### config.mk
export PLATFORM = sky130hd
export DESIGN_NAME = windowed_mailbox_slot_manager_core
export DESIGN_NICKNAME = d
export VERILOG_FILES = /design/src/design/wmsm_pkg.sv /design/src/design/windowed_mailbox_slot_manager_core.sv
export SDC_FILE = /design/constraint.sdc
export NUM_CORES = 2
export LEC_CHECK = 0
export BUFFER_PORTS_ARGS = -buffer_cell sky130_fd_sc_hd__buf_4
export CORE_MARGIN = 2
export CORE_UTILIZATION = 48
export CTS_BUF_LIST = sky130_fd_sc_hd__clkbuf_2 sky130_fd_sc_hd__clkbuf_4 sky130_fd_sc_hd__clkbuf_8
export DETAILED_ROUTE_END_ITERATION = 16
export HOLD_SLACK_MARGIN = 0.1
export PLACE_DENSITY = 0.68
export SKIP_CTS_REPAIR_TIMING = 1
export SLEW_MARGIN = 0
export SYNTH_ARGS = -nofsm -noshare
export SYNTH_HDL_FRONTEND = slang
export SYNTH_SLANG_ARGS = --single-unit
### constraint.sdc
create_clock -name clk_i -period 14.8 [get_ports clk_i]
set_input_delay 2.96 -clock clk_i [delete_from_list [all_inputs] [get_ports clk_i]]
set_output_delay 2.96 -clock clk_i [all_outputs]
set_load 0.005 [all_outputs]
### src/design/wmsm_pkg.sv
// Shared constants, codes and helpers of the windowed mailbox slot manager.
package wmsm_pkg;

  localparam int NUM_KINDS   = 3;
  localparam int KIND_W      = 2;
  localparam int SEQ_W       = 64;
  localparam int OFF_W       = 30;
  localparam int WIN_W       = 11;
  localparam int SLOT_W      = 21;
  localparam int REM_W       = 10;
  localparam int DLEN_W      = 20;
  localparam int PROD_W      = SLOT_W + REM_W;
  localparam int GUARD_BYTES = 8;

  // Remainder unit: RADIX_BITS dividend bits retired per cycle
  localparam int RADIX_BITS  = 4;
  localparam int DIV_STEPS   = SEQ_W / RADIX_BITS;
  localparam int STEP_W      = $clog2(DIV_STEPS);

  localparam int IDX_W       = 3;
  localparam int IN_DATA_W   = 4 * SEQ_W;
  localparam int IN_USER_W   = 4;
  localparam int OUT_DATA_W  = 304;
  localparam int OUT_USER_W  = 4;

  typedef logic [KIND_W-1:0] kind_t;

  localparam logic [1:0] REQ_CLAIM   = 2'd0;
  localparam logic [1:0] REQ_PROBE   = 2'd1;
  localparam logic [1:0] REQ_CONSUME = 2'd2;
  localparam logic [1:0] REQ_LOCATE  = 2'd3;

  localparam logic [1:0] STAT_DONE = 2'd0;
  localparam logic [1:0] STAT_FULL = 2'd1;
  localparam logic [1:0] STAT_NONE = 2'd2;

  localparam kind_t KIND_REPLY   = 2'd0;
  localparam kind_t KIND_REQUEST = 2'd1;
  localparam kind_t KIND_RPC     = 2'd2;

  localparam logic [IDX_W-1:0] CFG_WIN_REPLY    = 3'd0;
  localparam logic [IDX_W-1:0] CFG_WIN_REQUEST  = 3'd1;
  localparam logic [IDX_W-1:0] CFG_WIN_RPC      = 3'd2;
  localparam logic [IDX_W-1:0] CFG_SLOT_REPLY   = 3'd3;
  localparam logic [IDX_W-1:0] CFG_SLOT_REQUEST = 3'd4;
  localparam logic [IDX_W-1:0] CFG_SLOT_RPC     = 3'd5;

  localparam logic [WIN_W-1:0]  WIN_MIN    = 11'd1;
  localparam logic [WIN_W-1:0]  WIN_MAX    = 11'd1024;
  localparam logic [WIN_W-1:0]  WIN_RESET  = 11'd16;
  localparam logic [SLOT_W-1:0] SLOT_MIN   = 21'd16;
  localparam logic [SLOT_W-1:0] SLOT_MAX   = 21'd1048576;
  localparam logic [SLOT_W-1:0] SLOT_RESET = 21'd4096;

  function automatic logic [WIN_W-1:0] win_clamp(logic [WIN_W-1:0] v);
    logic [WIN_W-1:0] r;
    r = v;
    if (v < WIN_MIN) r = WIN_MIN;
    else if (v > WIN_MAX) r = WIN_MAX;
    return r;
  endfunction

  function automatic logic [SLOT_W-1:0] slot_clamp(logic [SLOT_W-1:0] v);
    logic [SLOT_W-1:0] r;
    r = v;
    if (v < SLOT_MIN) r = SLOT_MIN;
    else if (v > SLOT_MAX) r = SLOT_MAX;
    return r;
  endfunction

endpackage

### src/design/windowed_mailbox_slot_manager_core.sv
// Windowed mailbox slot manager: counters, sequencer and shared remainder unit.
// A probe checks guard words in turn; a refused claim or a probe that finds nothing
// computes only the expected guard offsets and skips the served slot.
// Each slot offset is a pass: load, remainder steps at 4 bits each, mul, add.
// Items are taken one at a time, only while idle; a held result stalls the finish.
// Reset clears counters and returns window and slot registers to 16 and 4096.
module windowed_mailbox_slot_manager_core (
  input  logic                                clk_i,
  input  logic                                rst_ni,
  input  logic                                cfg_we_i,
  input  logic [wmsm_pkg::IDX_W-1:0]          cfg_idx_i,
  input  logic [wmsm_pkg::SLOT_W-1:0]         cfg_data_i,
  input  logic                                s_axis_tvalid,
  output logic                                s_axis_tready,
  // seq_in, guard_reply, guard_request, guard_rpc
  input  logic [wmsm_pkg::IN_DATA_W-1:0]      s_axis_tdata,
  // req_type, msg_kind
  input  logic [wmsm_pkg::IN_USER_W-1:0]      s_axis_tuser,
  output logic                                m_axis_tvalid,
  input  logic                                m_axis_tready,
  // data_offset, guard_offset, seq_out, guard_value, data_length,
  // expect_off_reply, expect_off_request, expect_off_rpc, zero pad
  output logic [wmsm_pkg::OUT_DATA_W-1:0]     m_axis_tdata,
  // status, found_kind
  output logic [wmsm_pkg::OUT_USER_W-1:0]     m_axis_tuser
);

  localparam int SW = wmsm_pkg::SEQ_W;

  typedef enum logic [2:0] {
    ST_IDLE, ST_DECIDE, ST_PROBE, ST_LOAD, ST_DIV, ST_MUL, ST_OFF, ST_DONE
  } state_e;

  state_e state_q;

  // Configuration
  logic [wmsm_pkg::WIN_W-1:0]  win_reply_q, win_request_q, win_rpc_q;
  logic [wmsm_pkg::SLOT_W-1:0] slot_reply_q, slot_request_q, slot_rpc_q;

  // Counters
  logic [wmsm_pkg::NUM_KINDS-1:0][SW-1:0] in_cnt_q;
  logic [wmsm_pkg::NUM_KINDS-1:0][SW-1:0] out_cnt_q;

  // Captured item
  logic [1:0]            req_q;
  wmsm_pkg::kind_t       kind_q;
  logic [SW-1:0]         seq_in_q, g_reply_q, g_request_q, g_rpc_q;

  // Result staging
  logic [1:0]                       status_q;
  wmsm_pkg::kind_t                  fk_q;
  wmsm_pkg::kind_t                  main_kind_q;
  logic [wmsm_pkg::OFF_W-1:0]       doff_q, goff_q;
  logic [SW-1:0]                    seq_q, gval_q;
  logic [wmsm_pkg::DLEN_W-1:0]      dlen_q;
  logic [wmsm_pkg::NUM_KINDS-1:0][wmsm_pkg::OFF_W-1:0] exp_q;

  // Sequencer and remainder unit
  wmsm_pkg::kind_t                  pidx_q;
  logic [1:0]                       job_q;
  logic [SW-1:0]                    div_q;
  logic [wmsm_pkg::REM_W-1:0]       rem_q, rem_d;
  logic [wmsm_pkg::STEP_W-1:0]      cnt_q;
  logic [wmsm_pkg::PROD_W-1:0]      prod_q;

  // Output register
  logic                                 m_valid_q;
  logic [wmsm_pkg::OUT_DATA_W-1:0]      m_data_q;
  logic [wmsm_pkg::OUT_USER_W-1:0]      m_user_q;

  logic                             in_xfer;
  wmsm_pkg::kind_t                  kind_clip;
  wmsm_pkg::kind_t                  jk;
  logic [wmsm_pkg::WIN_W-1:0]       jwin, req_win;
  logic [wmsm_pkg::SLOT_W-1:0]      jslot, kslot, pslot;
  logic [SW-1:0]                    gsel, pcnt_inc, kdiv;
  logic                             pmatch, claim_ok;
  logic [wmsm_pkg::PROD_W:0]        gsum;
  logic [wmsm_pkg::SLOT_W-1:0]      jslot_m8;
  logic [wmsm_pkg::WIN_W-1:0]       trial;
  logic [wmsm_pkg::REM_W-1:0]       rwork;

  function automatic logic [wmsm_pkg::WIN_W-1:0] sel_win(
    wmsm_pkg::kind_t k, logic [wmsm_pkg::WIN_W-1:0] w0,
    logic [wmsm_pkg::WIN_W-1:0] w1, logic [wmsm_pkg::WIN_W-1:0] w2);
    logic [wmsm_pkg::WIN_W-1:0] r;
    case (k)
      wmsm_pkg::KIND_REPLY:   r = w0;
      wmsm_pkg::KIND_REQUEST: r = w1;
      default:                r = w2;
    endcase
    return wmsm_pkg::win_clamp(r);
  endfunction

  function automatic logic [wmsm_pkg::SLOT_W-1:0] sel_slot(
    wmsm_pkg::kind_t k, logic [wmsm_pkg::SLOT_W-1:0] s0,
    logic [wmsm_pkg::SLOT_W-1:0] s1, logic [wmsm_pkg::SLOT_W-1:0] s2);
    logic [wmsm_pkg::SLOT_W-1:0] r;
    case (k)
      wmsm_pkg::KIND_REPLY:   r = s0;
      wmsm_pkg::KIND_REQUEST: r = s1;
      default:                r = s2;
    endcase
    return wmsm_pkg::slot_clamp(r);
  endfunction

  assign s_axis_tready = (state_q == ST_IDLE);
  assign in_xfer       = s_axis_tvalid && s_axis_tready;
  assign m_axis_tvalid = m_valid_q;
  assign m_axis_tdata  = m_data_q;
  assign m_axis_tuser  = m_user_q;

  always_comb begin
    if (s_axis_tuser[3:2] >= wmsm_pkg::KIND_W'(wmsm_pkg::NUM_KINDS))
      kind_clip = wmsm_pkg::KIND_W'(wmsm_pkg::NUM_KINDS - 1);
    else
      kind_clip = s_axis_tuser[3:2];
  end

  // Job 0 is the served slot, jobs 1..NUM_KINDS the expected guard offsets
  assign jk = (job_q == 2'd0) ? main_kind_q : wmsm_pkg::KIND_W'(job_q - 2'd1);
  assign jwin    = sel_win(jk, win_reply_q, win_request_q, win_rpc_q);
  assign req_win = sel_win(wmsm_pkg::KIND_REQUEST, win_reply_q, win_request_q, win_rpc_q);
  assign jslot   = sel_slot(jk, slot_reply_q, slot_request_q, slot_rpc_q);
  assign kslot   = sel_slot(kind_q, slot_reply_q, slot_request_q, slot_rpc_q);
  assign pslot   = sel_slot(pidx_q, slot_reply_q, slot_request_q, slot_rpc_q);
  assign kdiv    = (job_q == 2'd0) ? seq_q : in_cnt_q[jk];

  always_comb begin
    case (pidx_q)
      wmsm_pkg::KIND_REPLY:   gsel = g_reply_q;
      wmsm_pkg::KIND_REQUEST: gsel = g_request_q;
      default:                gsel = g_rpc_q;
    endcase
  end

  assign pcnt_inc = in_cnt_q[pidx_q] + SW'(1);
  assign pmatch   = (gsel == pcnt_inc);
  assign claim_ok = (out_cnt_q[wmsm_pkg::KIND_REQUEST] - in_cnt_q[wmsm_pkg::KIND_REPLY])
                    < SW'(req_win);

  // Restoring remainder, RADIX_BITS dividend bits per cycle
  always_comb begin
    rwork = rem_q;
    trial = '0;
    for (int j = 0; j < wmsm_pkg::RADIX_BITS; j++) begin
      trial = {rwork, div_q[SW-1-j]};
      if (trial >= jwin) trial = trial - jwin;
      rwork = trial[wmsm_pkg::REM_W-1:0];
    end
    rem_d = rwork;
  end

  assign jslot_m8 = jslot - wmsm_pkg::SLOT_W'(wmsm_pkg::GUARD_BYTES);
  assign gsum     = {1'b0, prod_q} + (wmsm_pkg::PROD_W + 1)'(jslot_m8);

  always_ff @(posedge clk_i or negedge rst_ni) begin
    if (!rst_ni) begin
      state_q        <= ST_IDLE;
      m_valid_q      <= 1'b0;
      win_reply_q    <= wmsm_pkg::WIN_RESET;
      win_request_q  <= wmsm_pkg::WIN_RESET;
      win_rpc_q      <= wmsm_pkg::WIN_RESET;
      slot_reply_q   <= wmsm_pkg::SLOT_RESET;
      slot_request_q <= wmsm_pkg::SLOT_RESET;
      slot_rpc_q     <= wmsm_pkg::SLOT_RESET;
      in_cnt_q       <= '0;
      out_cnt_q      <= '0;
      job_q          <= '0;
      pidx_q         <= '0;
      cnt_q          <= '0;
    end else begin
      if (cfg_we_i) begin
        case (cfg_idx_i)
          wmsm_pkg::CFG_WIN_REPLY:    win_reply_q    <= cfg_data_i[wmsm_pkg::WIN_W-1:0];
          wmsm_pkg::CFG_WIN_REQUEST:  win_request_q  <= cfg_data_i[wmsm_pkg::WIN_W-1:0];
          wmsm_pkg::CFG_WIN_RPC:      win_rpc_q      <= cfg_data_i[wmsm_pkg::WIN_W-1:0];
          wmsm_pkg::CFG_SLOT_REPLY:   slot_reply_q   <= cfg_data_i;
          wmsm_pkg::CFG_SLOT_REQUEST: slot_request_q <= cfg_data_i;
          wmsm_pkg::CFG_SLOT_RPC:     slot_rpc_q     <= cfg_data_i;
          default: ;
        endcase
      end

      // Load a finished result, else drop valid once the transfer is taken
      if (state_q == ST_DONE && (!m_valid_q || m_axis_tready)) begin
        m_valid_q <= 1'b1;
      end else if (m_valid_q && m_axis_tready) begin
        m_valid_q <= 1'b0;
      end

      case (state_q)
        ST_IDLE: begin
          if (in_xfer) begin
            req_q       <= s_axis_tuser[1:0];
            kind_q      <= kind_clip;
            seq_in_q    <= s_axis_tdata[SW-1:0];
            g_reply_q   <= s_axis_tdata[2*SW-1:SW];
            g_request_q <= s_axis_tdata[3*SW-1:2*SW];
            g_rpc_q     <= s_axis_tdata[4*SW-1:3*SW];
            state_q     <= ST_DECIDE;
          end
        end
        ST_DECIDE: begin
          fk_q        <= kind_q;
          main_kind_q <= kind_q;
          doff_q      <= '0;
          goff_q      <= '0;
          dlen_q      <= wmsm_pkg::DLEN_W'(kslot - wmsm_pkg::SLOT_W'(wmsm_pkg::GUARD_BYTES));
          case (req_q)
            wmsm_pkg::REQ_CLAIM: begin
              state_q <= ST_LOAD;
              if (kind_q == wmsm_pkg::KIND_REQUEST && !claim_ok) begin
                status_q <= wmsm_pkg::STAT_FULL;
                seq_q    <= '0;
                gval_q   <= '0;
                job_q    <= 2'd1;
              end else begin
                status_q          <= wmsm_pkg::STAT_DONE;
                seq_q             <= out_cnt_q[kind_q];
                gval_q            <= out_cnt_q[kind_q] + SW'(1);
                out_cnt_q[kind_q] <= out_cnt_q[kind_q] + SW'(1);
                job_q             <= 2'd0;
              end
            end
            wmsm_pkg::REQ_PROBE: begin
              status_q <= wmsm_pkg::STAT_DONE;
              seq_q    <= '0;
              gval_q   <= '0;
              pidx_q   <= '0;
              state_q  <= ST_PROBE;
            end
            wmsm_pkg::REQ_CONSUME: begin
              status_q         <= wmsm_pkg::STAT_DONE;
              seq_q            <= in_cnt_q[kind_q];
              gval_q           <= in_cnt_q[kind_q] + SW'(1);
              in_cnt_q[kind_q] <= in_cnt_q[kind_q] + SW'(1);
              job_q            <= 2'd0;
              state_q          <= ST_LOAD;
            end
            default: begin
              status_q <= wmsm_pkg::STAT_DONE;
              seq_q    <= seq_in_q;
              gval_q   <= seq_in_q + SW'(1);
              job_q    <= 2'd0;
              state_q  <= ST_LOAD;
            end
          endcase
        end
        ST_PROBE: begin
          // Check kinds in order, first guard hit wins
          if (pmatch) begin
            fk_q        <= pidx_q;
            main_kind_q <= pidx_q;
            seq_q       <= in_cnt_q[pidx_q];
            gval_q      <= gsel;
            dlen_q      <= wmsm_pkg::DLEN_W'(pslot - wmsm_pkg::SLOT_W'(wmsm_pkg::GUARD_BYTES));
            job_q       <= 2'd0;
            state_q     <= ST_LOAD;
          end else if (pidx_q == wmsm_pkg::KIND_W'(wmsm_pkg::NUM_KINDS - 1)) begin
            status_q <= wmsm_pkg::STAT_NONE;
            fk_q     <= '0;
            dlen_q   <= '0;
            job_q    <= 2'd1;
            state_q  <= ST_LOAD;
          end else begin
            pidx_q <= pidx_q + wmsm_pkg::KIND_W'(1);
          end
        end
        ST_LOAD: begin
          div_q   <= kdiv;
          rem_q   <= '0;
          cnt_q   <= '0;
          state_q <= ST_DIV;
        end
        ST_DIV: begin
          rem_q <= rem_d;
          div_q <= {div_q[SW-1-wmsm_pkg::RADIX_BITS:0], {wmsm_pkg::RADIX_BITS{1'b0}}};
          cnt_q <= cnt_q + wmsm_pkg::STEP_W'(1);
          if (cnt_q == wmsm_pkg::STEP_W'(wmsm_pkg::DIV_STEPS - 1)) state_q <= ST_MUL;
        end
        ST_MUL: begin
          prod_q  <= wmsm_pkg::PROD_W'(jslot) * wmsm_pkg::PROD_W'(rem_q);
          state_q <= ST_OFF;
        end
        ST_OFF: begin
          if (job_q == 2'd0) begin
            doff_q <= prod_q[wmsm_pkg::OFF_W-1:0];
            goff_q <= gsum[wmsm_pkg::OFF_W-1:0];
          end else begin
            exp_q[jk] <= gsum[wmsm_pkg::OFF_W-1:0];
          end
          if (job_q == 2'(wmsm_pkg::NUM_KINDS)) begin
            state_q <= ST_DONE;
          end else begin
            job_q   <= job_q + 2'd1;
            state_q <= ST_LOAD;
          end
        end
        ST_DONE: begin
          // Wait for the output register to drain
          if (!m_valid_q || m_axis_tready) begin
            m_user_q  <= {fk_q, status_q};
            m_data_q  <= {6'b0, exp_q[2], exp_q[1], exp_q[0], dlen_q, gval_q, seq_q,
                          goff_q, doff_q};
            state_q   <= ST_IDLE;
          end
        end
        default: state_q <= ST_IDLE;
      endcase
    end
  end

`ifndef SYNTH
  a_rem_below_window: assert property (@(posedge clk_i) disable iff (!rst_ni)
    state_q == ST_DIV |-> (wmsm_pkg::WIN_W'(rem_q) < jwin))
    else $error("remainder not below window");

  a_accept_starts_item: assert property (@(posedge clk_i) disable iff (!rst_ni)
    in_xfer |=> state_q == ST_DECIDE)
    else $error("accepted item did not start");

  a_counters_only_in_decide: assert property (@(posedge clk_i) disable iff (!rst_ni)
    state_q != ST_DECIDE |=> $stable(in_cnt_q) && $stable(out_cnt_q))
    else $error("counter moved outside decide step");

  a_full_only_request: assert property (@(posedge clk_i) disable iff (!rst_ni)
    m_valid_q && m_user_q[1:0] == wmsm_pkg::STAT_FULL |->
      m_user_q[3:2] == wmsm_pkg::KIND_REQUEST)
    else $error("window full reported for a reply kind");
`endif

endmodule
==> results.json <==
{
  "grt_pass1_vias": 64300,
  "io_buffers": 592,
  "hold_path_class": "reg2reg",
  "die_area_sq_mm": 0.176,
  "slowest_delay_ns": 0.73,
  "rsz0062_at_grt": "no",
  "synth_area_leaders": "edfxtp_1 35%, dfrtp_1 15%, nand2_1 4.8%, o21ai_0 4.1%, mux2i_1 3.8%",
  "core_sq_mm": 0.172,
  "numCtsBuffers": 274,
  "place_hpwl_um": 232000,
  "wl_per_cell_um": 28.3,
  "num_rows": 152,
  "num_io_pins": 599,
  "reg2reg_slack_ns": 1.50,
  "p_clk_frac": 0.235,
  "cts-root-buf": "clkbuf_8",
  "gr-usage-all-layers": 0.350,
  "endpoint_kind": "flip-flop",
  "min_period_over_period": 0.898,
  "crit_path_max_fanout": 42,
  "status": "finished clean",
  "regToRegStartpoint": "job_q[0]",
  "synthFlopType": "edfxtp_1",
  "design_area_sq_mm": 0.0952,
  "crit_start": "job_q[0]",
  "stdcell_count": 11000,
  "finClkSkew_ns": 0.0766,
  "p_leak_uw": 0.0381,
  "yosysSeqAreaShare": 0.500,
  "nets": 9201,
  "switching_share": 0.380,
  "cp_slowest_cell": "mux2i_4",
  "p_seq_frac": 0.291,
  "busiest_layer": "met2",
  "dieHeight_um": 420,
  "initial_utilization": 0.483,
  "finalSetupViolCount": 0,
  "timing.slew.headroom": 0.0482,
  "grt_max_degree": 147,
  "yosys.area.top_type_share": 0.351,
  "period_minus_slack_ns": 13.30,
  "dr.first_iter.drc_count": 7521,
  "area_growth_pct": 14.8,
  "ant_nets": 0,
  "r2r_cells": 59,
  "switchingPower_uw": 6370,
  "cts_tree": "built",
  "synth_cell_type_count": 110,
  "overflow": 0,
  "yosysMostFrequentCell": "nand2_1",
  "die_w_um": 420,
  "cap_violations": 0,
  "clk_latency_ns": 1.06,
  "total_power_uw": 16800,
  "crit_arrival_ns": 14.04,
  "yosysWarnings": 0,
  "syn_area_sq_mm": 0.0829,
  "fmax_ghz": 0.0752,
  "met3_usage": 0.116,
  "path_clk_slew_ns": 0.06,
  "drc": 0,
  "ys_ff_latch": 1462,
  "tns_ns": 0,
  "antenna_found_initial": 24,
  "critPathLaunchType": "flip-flop",
  "firstDrtPassIters": 6,
  "syn_area_per_cell_sq_um": 10.4,
  "grt_pass1_wl_um": 448000,
  "worst_ir_drop_vdd_v": 0.000458,
  "required_ns": 15.55,
  "cts_buffer_depth": 4,
  "synthTopCellsByCount": "1055 x nand2_1, 970 x edfxtp_1, 685 x o21ai_0",
  "dp_cells": 10600,
  "critPathMostFrequentCell": "o21ai_0",
  "place_area_sq_mm": 0.0898,
  "use_met2": 0.510,
  "criticalPathCategory": "reg2reg",
  "yosysTopAreaCell": "edfxtp_1",
  "h-tree-depth": 5,
  "layout-drive-gt1-share": 0.174,
  "grt_use_met1": 0.478,
  "synthCells": 7951,
  "p_comb_frac": 0.474,
  "gp_congestion": 1.02,
  "synth_edf_count": 970,
  "routed_wl_um": 312000,
  "routed_via_density": 6.08,
  "crit_path_end": "rem_q[9]",
  "synthArstFlopShare": 0.337,
  "internal_power_uw": 10400,
  "worst_pin_slew_ns": 1.42,
  "p_per_area_mw_per_mm2": 176,
  "hold_violations": 0,
  "dr_total_vias": 67200,
  "drv_slew": 0,
  "clock-sinks": 1462,
  "r2r-end": "rem_q[9]"
}
==> cell type report <==
type | count | area [sq um]
well taps | 2310 | 2890
diodes | 6 | 15.0
repair buffers | 756 | 5760
clock buffers | 376 | 4670
fillers | 14900 | 76400
multi-input cells | 5748 | 38600
flip-flops and latches | 1462 | 41500
inverters | 300 | 1130
clock inverters | 83 | 651
==> power by group through the flow <==
| stage | Sequential (uW) | Combinational (uW) | Clock, uW |
|---|---|---|---|
| after floorplan | 4920 | 5880 | 0 |
| after global placement | 4960 | 7840 | 0 |
| after detailed placement | 4960 | 7890 | 0 |
| after CTS | 4880 | 7950 | 4000 |
| after global routing | 4890 | 8970 | 4180 |
| final | 4890 | 7950 | 3930 |
==> stage by stage <==
stage | hold slack, ns | worst slack (ns) | utilization
floorplan | 0.400 | 1.91 | -
finish | 0.392 | 1.50 | 0.555
global placement | 0.401 | 0.938 | 0.524
detailed placement | 0.405 | 0.990 | 0.524
global route | 0.413 | 0.149 | 0.555
CTS | 0.395 | 0.923 | 0.555
==> worst min-delay path by stage <==
stage                     cells after the start       start           endpoint
after floorplan                               0   doff_q[0]    m_axis_tdata[0]
after global placement                        0   exp_q[17]  m_axis_tdata[225]
after detailed placement                      0  gval_q[62]  m_axis_tdata[186]
after CTS                                     0   exp_q[69]  m_axis_tdata[277]
after global routing                          0   exp_q[69]  m_axis_tdata[277]
final                                         0   exp_q[69]  m_axis_tdata[277]
==> per-layer routing <==
layer	routed length (um)	vias up	part of all wire
met5	156	-	0.00050
met2	133000	3904	0.43
li1	-	29800	-
met4	13700	22	0.044
met3	37400	641	0.12
met1	128000	32800	0.41
==> layout by cell type (no fill, tap or decap), types with 159 or more instances in the layout <==
| cell type | count |
|---|---|
| nand2_1 | 1052 |
| edfxtp_1 | 970 |
| buf_4 | 749 |
| o21ai_0 | 683 |
| nor2_1 | 578 |
| a21oi_1 | 527 |
| dfrtp_1 | 484 |
| mux2i_1 | 313 |
| inv_1 | 295 |
| clkbuf_8 | 295 |
| xnor2_1 | 290 |
| ha_1 | 212 |
| mux2_2 | 160 |
| nand3_1 | 159 |
==> worst max-delay path: cells and delay by family, from the launching register on <==
kind            cells  cell delay (ns)
buf+inv             8             1.57
flops               1             0.42
simple gates        9             1.18
fa+ha+maj           5             1.52
mux                 2             1.17
compound gates     35             7.15
==> flip-flops by register name, indices dropped and copies added (netlist names), 30 cells and up <==
register      flops
div_q            64
doff_q           30
exp_q            90
g_reply_q        64
g_request_q      64
g_rpc_q          64
goff_q           30
gval_q           64
in_cnt_q        192
m_axis_tdata    298
out_cnt_q       192
prod_q           30
seq_in_q         64
seq_q            64
==> cell families after synthesis <==
| group | Yosys count | share of synthesized area |
|---|---|---|
| buffers and inverters | 747 | 0.0386 |
| adders and majority gates | 370 | 0.0699 |
| DFF | 1462 | 0.500 |
| muxes | 514 | 0.0665 |
| and+or+nand+nor | 2463 | 0.135 |
| other | 1 | 0.0000452 |
| AOI/OAI and AO/OA | 1947 | 0.142 |
| xor gates and xnor gates | 447 | 0.0474 |
No activity file was read; power rests on OpenSTA's default activity.
